--- config.mk ---
export PLATFORM = sky130hd
export DESIGN_NAME = sorted_insert_list
export DESIGN_NICKNAME = d
export VERILOG_FILES = /design/src/hdl/sil_pkg.sv /design/src/hdl/sorted_insert_list.sv
export SDC_FILE = /design/constraint.sdc
export NUM_CORES = 1
export LEC_CHECK = 0
export ABC_AREA = 1
export BUFFER_PORTS_ARGS = -buffer_cell sky130_fd_sc_hd__clkbuf_2
export CAP_MARGIN = 0
export CORE_ASPECT_RATIO = 0.7
export CORE_MARGIN = 3
export CORE_UTILIZATION = 60
export DETAILED_ROUTE_END_ITERATION = 7
export PLACE_DENSITY = 0.76
export SETUP_SLACK_MARGIN = 0.02
export SYNTH_ARGS = -nofsm -noshare
export SYNTH_HDL_FRONTEND = slang
export SYNTH_SLANG_ARGS = --single-unit
--- constraint.sdc ---
create_clock -name clk -period 10.4 [get_ports clk]
set_input_delay 2.08 -clock clk [delete_from_list [all_inputs] [get_ports clk]]
set_output_delay 2.08 -clock clk [all_outputs]
set_load 0.01 [all_outputs]
--- src/hdl/sil_pkg.sv ---
// ----------------------------------------------------------------------------
// sil_pkg
// operation and status codes for the sorted insert list
// ----------------------------------------------------------------------------
package sil_pkg;

  localparam logic [2:0] KIND_INSERT    = 3'd0;
  localparam logic [2:0] KIND_POP_FRONT = 3'd1;
  localparam logic [2:0] KIND_POP_BACK  = 3'd2;
  localparam logic [2:0] KIND_FIND      = 3'd3;
  localparam logic [2:0] KIND_REMOVE    = 3'd4;

  localparam logic [2:0] STATUS_OK        = 3'd0;
  localparam logic [2:0] STATUS_FULL      = 3'd1;
  localparam logic [2:0] STATUS_EMPTY     = 3'd2;
  localparam logic [2:0] STATUS_NOT_FOUND = 3'd3;
  localparam logic [2:0] STATUS_BAD_POS   = 3'd4;

  typedef enum logic [3:0] {
    ST_IDLE = 4'b0001,
    ST_RUN  = 4'b0010,
    ST_PUT  = 4'b0100,
    ST_FIN  = 4'b1000
  } state_t;

endpackage

--- src/hdl/sorted_insert_list.sv ---
// ----------------------------------------------------------------------------
// sorted_insert_list
// sorted store of up to DEPTH unsigned values in one synchronous memory, with
// stable insert, pop front, pop back, ranged find and remove at a position
//
//   channel  direction  handshake             payload
//   item     in         item_valid/item_stall kind, value, position, end_position
//   result   out        result_valid/result_stall
//                                             result_value, result_position,
//                                             status, entry_count
//   cfg      in         cfg_valid/cfg_ready   cfg_data (order_descending)
//
// one memory read per cycle sets the pace: insert walks back from the tail to
// its slot, pop front and remove walk from the position to the tail, find
// walks its range, and an insert that lands at the front ends with a write
// of slot 0 in ST_PUT; operations that read no entry go from idle straight
// to ST_FIN
// reset clears the count, the order and the result valid flag; the memory is
// not cleared, only entries below the count are read
// a stalled result waits in its register while the next item is taken
// ----------------------------------------------------------------------------
module sorted_insert_list #(
  parameter int DEPTH      = 16,
  parameter int VALUE_BITS = 32
) (
  input  logic                           clk,
  input  logic                           rst,
  input  logic                           item_valid,
  output logic                           item_stall,
  input  logic [2:0]                     kind,
  input  logic [VALUE_BITS-1:0]          value,
  input  logic [$clog2(DEPTH+1)-1:0]     position,
  input  logic [$clog2(DEPTH+1)-1:0]     end_position,
  output logic                           result_valid,
  input  logic                           result_stall,
  output logic [VALUE_BITS-1:0]          result_value,
  output logic [$clog2(DEPTH+1)-1:0]     result_position,
  output logic [2:0]                     status,
  output logic [$clog2(DEPTH+1)-1:0]     entry_count,
  input  logic                           cfg_valid,
  output logic                           cfg_ready,
  input  logic                           cfg_data
);

  localparam int AW = $clog2(DEPTH);
  localparam int CW = $clog2(DEPTH+1);

  logic [VALUE_BITS-1:0] mem [DEPTH];
  logic [VALUE_BITS-1:0] rd_data;
  logic                  rd_en;
  logic [AW-1:0]         rd_addr;
  logic                  wr_en;
  logic [AW-1:0]         wr_addr;
  logic [VALUE_BITS-1:0] wr_data;

  sil_pkg::state_t       state, state_next;
  logic [2:0]            op, op_next;
  logic [VALUE_BITS-1:0] val, val_next;
  logic [CW-1:0]         pos, pos_next;
  logic [CW-1:0]         endp, endp_next;
  logic [CW-1:0]         count, count_next;
  logic [AW-1:0]         idx, idx_next;
  logic [VALUE_BITS-1:0] rval, rval_next;
  logic [CW-1:0]         rpos, rpos_next;
  logic [2:0]            st, st_next;
  logic                  ord;

  logic                  item_take;
  logic                  res_load;
  logic                  val_first;
  logic [CW-1:0]         idx_ext;
  logic [CW-1:0]         idx_p1;

  assign cfg_ready  = 1'b1;
  assign item_stall = (state != sil_pkg::ST_IDLE);
  assign item_take  = item_valid && !item_stall;
  assign res_load   = (state == sil_pkg::ST_FIN) && (!result_valid || !result_stall);
  assign idx_ext    = CW'(idx);
  assign idx_p1     = idx_ext + CW'(1);
  // value to insert sorts strictly before the entry just read
  assign val_first  = ord ? (val > rd_data) : (val < rd_data);

  always_ff @(posedge clk) begin
    if (wr_en) begin
      mem[wr_addr] <= wr_data;
    end
    if (rd_en) begin
      rd_data <= mem[rd_addr];
    end
  end

  always_comb begin
    state_next = state;
    op_next    = op;
    val_next   = val;
    pos_next   = pos;
    endp_next  = endp;
    count_next = count;
    idx_next   = idx;
    rval_next  = rval;
    rpos_next  = rpos;
    st_next    = st;
    rd_en      = 1'b0;
    rd_addr    = '0;
    wr_en      = 1'b0;
    wr_addr    = '0;
    wr_data    = '0;

    unique case (state)
      sil_pkg::ST_IDLE: begin
        if (item_take) begin
          op_next    = kind;
          val_next   = value;
          pos_next   = position;
          endp_next  = end_position;
          rval_next  = '0;
          rpos_next  = '0;
          st_next    = sil_pkg::STATUS_OK;
          state_next = sil_pkg::ST_FIN;
          case (kind)
            sil_pkg::KIND_INSERT: begin
              if (count == CW'(DEPTH)) begin
                st_next = sil_pkg::STATUS_FULL;
              end else if (count == '0) begin
                wr_en      = 1'b1;
                wr_addr    = '0;
                wr_data    = value;
                count_next = count + CW'(1);
              end else begin
                rd_en      = 1'b1;
                rd_addr    = AW'(count - CW'(1));
                idx_next   = AW'(count - CW'(1));
                state_next = sil_pkg::ST_RUN;
              end
            end
            sil_pkg::KIND_POP_FRONT: begin
              pos_next = '0;
              if (count == '0) begin
                st_next = sil_pkg::STATUS_EMPTY;
              end else begin
                rd_en      = 1'b1;
                rd_addr    = '0;
                idx_next   = '0;
                state_next = sil_pkg::ST_RUN;
              end
            end
            sil_pkg::KIND_POP_BACK: begin
              if (count == '0) begin
                st_next = sil_pkg::STATUS_EMPTY;
              end else begin
                rd_en      = 1'b1;
                rd_addr    = AW'(count - CW'(1));
                idx_next   = AW'(count - CW'(1));
                state_next = sil_pkg::ST_RUN;
              end
            end
            sil_pkg::KIND_FIND: begin
              if (position > end_position || end_position > count) begin
                st_next = sil_pkg::STATUS_BAD_POS;
              end else if (position == end_position) begin
                st_next   = sil_pkg::STATUS_NOT_FOUND;
                rpos_next = end_position;
              end else begin
                rd_en      = 1'b1;
                rd_addr    = position[AW-1:0];
                idx_next   = position[AW-1:0];
                state_next = sil_pkg::ST_RUN;
              end
            end
            sil_pkg::KIND_REMOVE: begin
              if (position >= count) begin
                st_next = sil_pkg::STATUS_BAD_POS;
              end else begin
                rd_en      = 1'b1;
                rd_addr    = position[AW-1:0];
                idx_next   = position[AW-1:0];
                state_next = sil_pkg::ST_RUN;
              end
            end
            default: begin
            end
          endcase
        end
      end

      sil_pkg::ST_RUN: begin
        case (op)
          sil_pkg::KIND_INSERT: begin
            wr_en   = 1'b1;
            wr_addr = AW'(idx_p1);
            if (val_first) begin
              // entry moves one slot toward the tail
              wr_data = rd_data;
              if (idx == '0) begin
                state_next = sil_pkg::ST_PUT;
              end else begin
                rd_en    = 1'b1;
                rd_addr  = idx - AW'(1);
                idx_next = idx - AW'(1);
              end
            end else begin
              wr_data    = val;
              rpos_next  = idx_p1;
              count_next = count + CW'(1);
              state_next = sil_pkg::ST_FIN;
            end
          end
          sil_pkg::KIND_POP_BACK: begin
            rval_next  = rd_data;
            count_next = count - CW'(1);
            state_next = sil_pkg::ST_FIN;
          end
          sil_pkg::KIND_FIND: begin
            if (rd_data == val) begin
              rval_next  = rd_data;
              rpos_next  = idx_ext;
              state_next = sil_pkg::ST_FIN;
            end else if (idx_p1 == endp) begin
              st_next    = sil_pkg::STATUS_NOT_FOUND;
              rpos_next  = endp;
              state_next = sil_pkg::ST_FIN;
            end else begin
              rd_en    = 1'b1;
              rd_addr  = AW'(idx_p1);
              idx_next = AW'(idx_p1);
            end
          end
          default: begin
            // pop front and remove: take the entry, then close the gap
            if (idx_ext == pos) begin
              rval_next = rd_data;
              rpos_next = pos;
            end else begin
              wr_en   = 1'b1;
              wr_addr = idx - AW'(1);
              wr_data = rd_data;
            end
            if (idx_p1 < count) begin
              rd_en    = 1'b1;
              rd_addr  = AW'(idx_p1);
              idx_next = AW'(idx_p1);
            end else begin
              count_next = count - CW'(1);
              state_next = sil_pkg::ST_FIN;
            end
          end
        endcase
      end

      sil_pkg::ST_PUT: begin
        wr_en      = 1'b1;
        wr_addr    = '0;
        wr_data    = val;
        rpos_next  = '0;
        count_next = count + CW'(1);
        state_next = sil_pkg::ST_FIN;
      end

      sil_pkg::ST_FIN: begin
        if (res_load) begin
          state_next = sil_pkg::ST_IDLE;
        end
      end

      default: begin
        state_next = sil_pkg::ST_IDLE;
      end
    endcase
  end

  always_ff @(posedge clk) begin
    if (rst) begin
      state        <= sil_pkg::ST_IDLE;
      count        <= '0;
      ord          <= 1'b0;
      result_valid <= 1'b0;
    end else begin
      state <= state_next;
      count <= count_next;
      if (cfg_valid && cfg_ready) begin
        ord <= cfg_data;
      end
      if (res_load) begin
        result_valid <= 1'b1;
      end else if (result_valid && !result_stall) begin
        result_valid <= 1'b0;
      end
    end
  end

  always_ff @(posedge clk) begin
    op   <= op_next;
    val  <= val_next;
    pos  <= pos_next;
    endp <= endp_next;
    idx  <= idx_next;
    rval <= rval_next;
    rpos <= rpos_next;
    st   <= st_next;
    if (res_load) begin
      result_value    <= rval;
      result_position <= rpos;
      status          <= st;
      entry_count     <= count;
    end
  end

endmodule
==> metrics.yaml <==
grt_pass1_vias: 22068
report.final.hold_viol_count: 0
fin_crit_sh: 0.5968
synth-simple-area-share: 0.2017
cap_violations: 0
fin_crit_ns: 6.207
status: "completed"
synth_top_family_by_area: "simple AND/OR/NAND/NOR gates"
rsz0062_at_grt: "false"
die_area_um2: 55810
fp.dieH_um: 198.6
r2r_start: "idx[0]"
grt_max_degree: 175
synth_edf_count: 678
clock_sinks: 689
min_to: "result_value[21]"
synth_compound_gate_area_share: 0.04267
tns_ns: 0
clkLatencyLatePin_ns: 0.61
h-tree-depth: 3
worstReg2RegEnd: "rd_data[4]"
core-area_um2: 51540
synthAdderAreaFrac: 0.02205
port_buffers: 97
synth_area_leaders: "edfxtp_1 64%, nand3_1 10%, nand2_1 6.3%"
fillers: 3713
syn_to_final_growth_pct: 10.16
start_util: 0.6167
top_usage_layer: "met2"
ioPinCount: 99
post_cts_buffers: 0
grt_usage: 0.3065
crit_path_end_kind: "register"
clock_path_buffers: 3
worst_pin_slew_ns: 1.350
hp-class: "register to register"
hp-start: "rval[21]"
required_ns: 10.77
clock.fmax_ghz: 0.1611
cts_root_buf: "clkbuf_16"
netlist_area_um2: 31780
wl_um: 85850
yosys_register_bits: 689
setup_viol: 0
first_pass_iters: 6
drive_above_1_share: 0.09255
whs_ns: 0.4154
p_per_area_nw_per_um2: 240.6
avgRoutedWirePerCell_um: 22.74
cts.clk_slew.worst_paths_ns: 0.06
synth_top_area_share: 0.6406
grt_use_met3: 0.05503
drtIter0Drc: 2968
grt_pass1_wl_um: 128800
seqCellArea_um2: 20580
die_w_um: 281.1
cp_max_fo: 174
drc: 0
fin_worst_skew_ns: 0.02768
gp_congestion: 0.9472
final_nets: 3164
multi_input_area_um2: 8817
synth_cells: 2997
synthMuxAreaShare: 0
ys.flop_type: "edfxtp_1"
worstSetupPathType: "register to register"
post-dp-hpwl_um: 49370
dp_cells: 3660
rows: 69
cts_hold_buf: 0
yosysSeqAreaShare: 0.6475
cts_tree: "done"
num_vias: 23185
cts-resized-gates: 0
grt_use_met1: 0.4385
use_met2: 0.4703
antenna_found_initial: 0
relSlewSlack: 0.09624
rrSetupSlack_ns: 4.19
reg2reg_depth: 17
synthArstFlopShare: 0
slew_violations: 0
numCtsBuffers: 66
crit_arrival_ns: 6.58
irDropWorstVdd_v: 0.0001917
drtAntennaViolNets: 0
synth_nets: 3104
startpoint_type: "register"
gr-total-overflow: 0
synth_xor_area_frac: 0.004134
yosys.area.top_type: "edfxtp_1"
antenna_cells: 0
hold_depth: 0
synth_cell_types: 46
leakage_uw: 0.01424
avgSynthCellArea_um2: 10.60
fin_cells: 3775
vias_per_cell: 6.142
ys.warnings.count: 0
cell type report:
cell class | instances | share of cell area
inverters | 480 | 0.05153
clock inverters | 33 | 0.008898
clock buffers | 79 | 0.04917
flip-flops and latches | 689 | 0.5878
well taps | 674 | 0.02409
repair buffers | 157 | 0.02673
multi-input cells | 1663 | 0.2518
through the flow:
stage / worst slack, ns / total power, µW / area [µm²] / utilization
after global routing: 3.827 / 8792 / 35010 / 0.6793
after floorplan: 4.561 / 5275 / 31780 / -
final: 4.193 / 8423 / 35010 / 0.6793
after CTS: 4.328 / 8396 / 34990 / 0.6789
after detailed placement: 3.820 / 6077 / 32960 / 0.6395
after global placement: 3.973 / 6000 / 32960 / 0.6395
cell usage after synthesis (2+ instances only):
cell / n
nand2_2: 2
o21a_1: 2
a21oi_1: 43
o211ai_1: 56
a31oi_1: 5
nand3b_1: 66
a22oi_1: 2
buf_6: 4
a221oi_1: 3
clkbuf_1: 50
o22ai_1: 10
nor2_2: 2
a21o_1: 3
buf_4: 11
o21ai_0: 33
nand2_1: 531
nand3_1: 647
nor2_1: 109
o21bai_1: 2
nor3_2: 2
o221ai_1: 36
ha_1: 56
xor2_1: 7
inv_1: 471
nor4_1: 2
inv_2: 6
a211oi_1: 2
dfxtp_1: 11
clkinv_1: 3
buf_1: 14
edfxtp_1: 678
nand4_1: 16
o21ai_1: 2
nor3_1: 11
xnor2_1: 3
buf_2: 86
cells by family after synthesis:
family,Yosys count
AO/OA/AOI/OAI,201
XOR/XNOR,12
adder cells (fa/ha/maj),56
buffers and inverters,645
flip-flops,689
other,1
AND/OR/NAND/NOR,1393
registers in the layout, indices dropped and copies added, names as in the netlist:
| name | count |
|---|---|
| mem | 512 |
| rd_data | 32 |
| result_value | 32 |
| rval | 32 |
| val | 32 |
| count | 5 |
| endp | 5 |
| entry_count | 5 |
| pos | 5 |
| result_position | 5 |
| rpos | 5 |
| idx | 4 |
| state | 4 |
| op | 3 |
| st | 3 |
| status | 3 |
| ord | 1 |
| result_valid | 1 |
per-layer routing:
layer | wire [µm] | share of wire
met1 | 34180 | 0.40
met5 | 0 | 0
met4 | 3477 | 0.041
met2 | 38540 | 0.45
met3 | 9650 | 0.11
worst max-delay path by stage:
stage	start	to	slack, ns	depth (start not counted)
after global routing	idx[0]	rd_data[29]	3.83	17
after detailed placement	end_position[2]	rd_data[5]	3.82	19
after floorplan	item_valid	rval[0]	4.56	2
after CTS	idx[0]	rd_data[9]	4.33	17
after global placement	end_position[2]	rd_data[5]	3.97	19
final	idx[0]	rd_data[4]	4.19	17
report_power, final:
group	leakage, µW	switching, µW	internal [µW]
Sequential	0.00630	194	3540
Combinational	0.00695	1720	643
Clock	0.000998	1010	1330
layout by cell type, fill, tap and decap left out, types with 60 or more instances in the layout:
cell | synthesis | layout
buf_4 | 11 | 60
clkbuf_16 | 0 | 67
clkbuf_2 | 0 | 97
edfxtp_1 | 678 | 678
inv_1 | 471 | 470
nand2_1 | 531 | 529
nand3_1 | 647 | 647
nand3b_1 | 66 | 66
nor2_1 | 109 | 90
worst max-delay path, stage by stage (launching register included):
cell and delay [ns]:
edfxtp_1 0.62, ha_1 0.36, xnor2_2 0.29, inv_2 0.12, ha_1 0.32, a21oi_1 0.13, nand3b_1 0.13, nand4_1 0.20
o21a_1 0.23, a21oi_1 0.35, nand2_8 0.56, nand2_8 1.08, buf_4 0.82, nand2_1 0.14, nand3_1 0.14, nand3_1 0.10
nand3_1 0.11, nand2_1 0.05
Note: power is estimated with default switching activity, not from simulation.
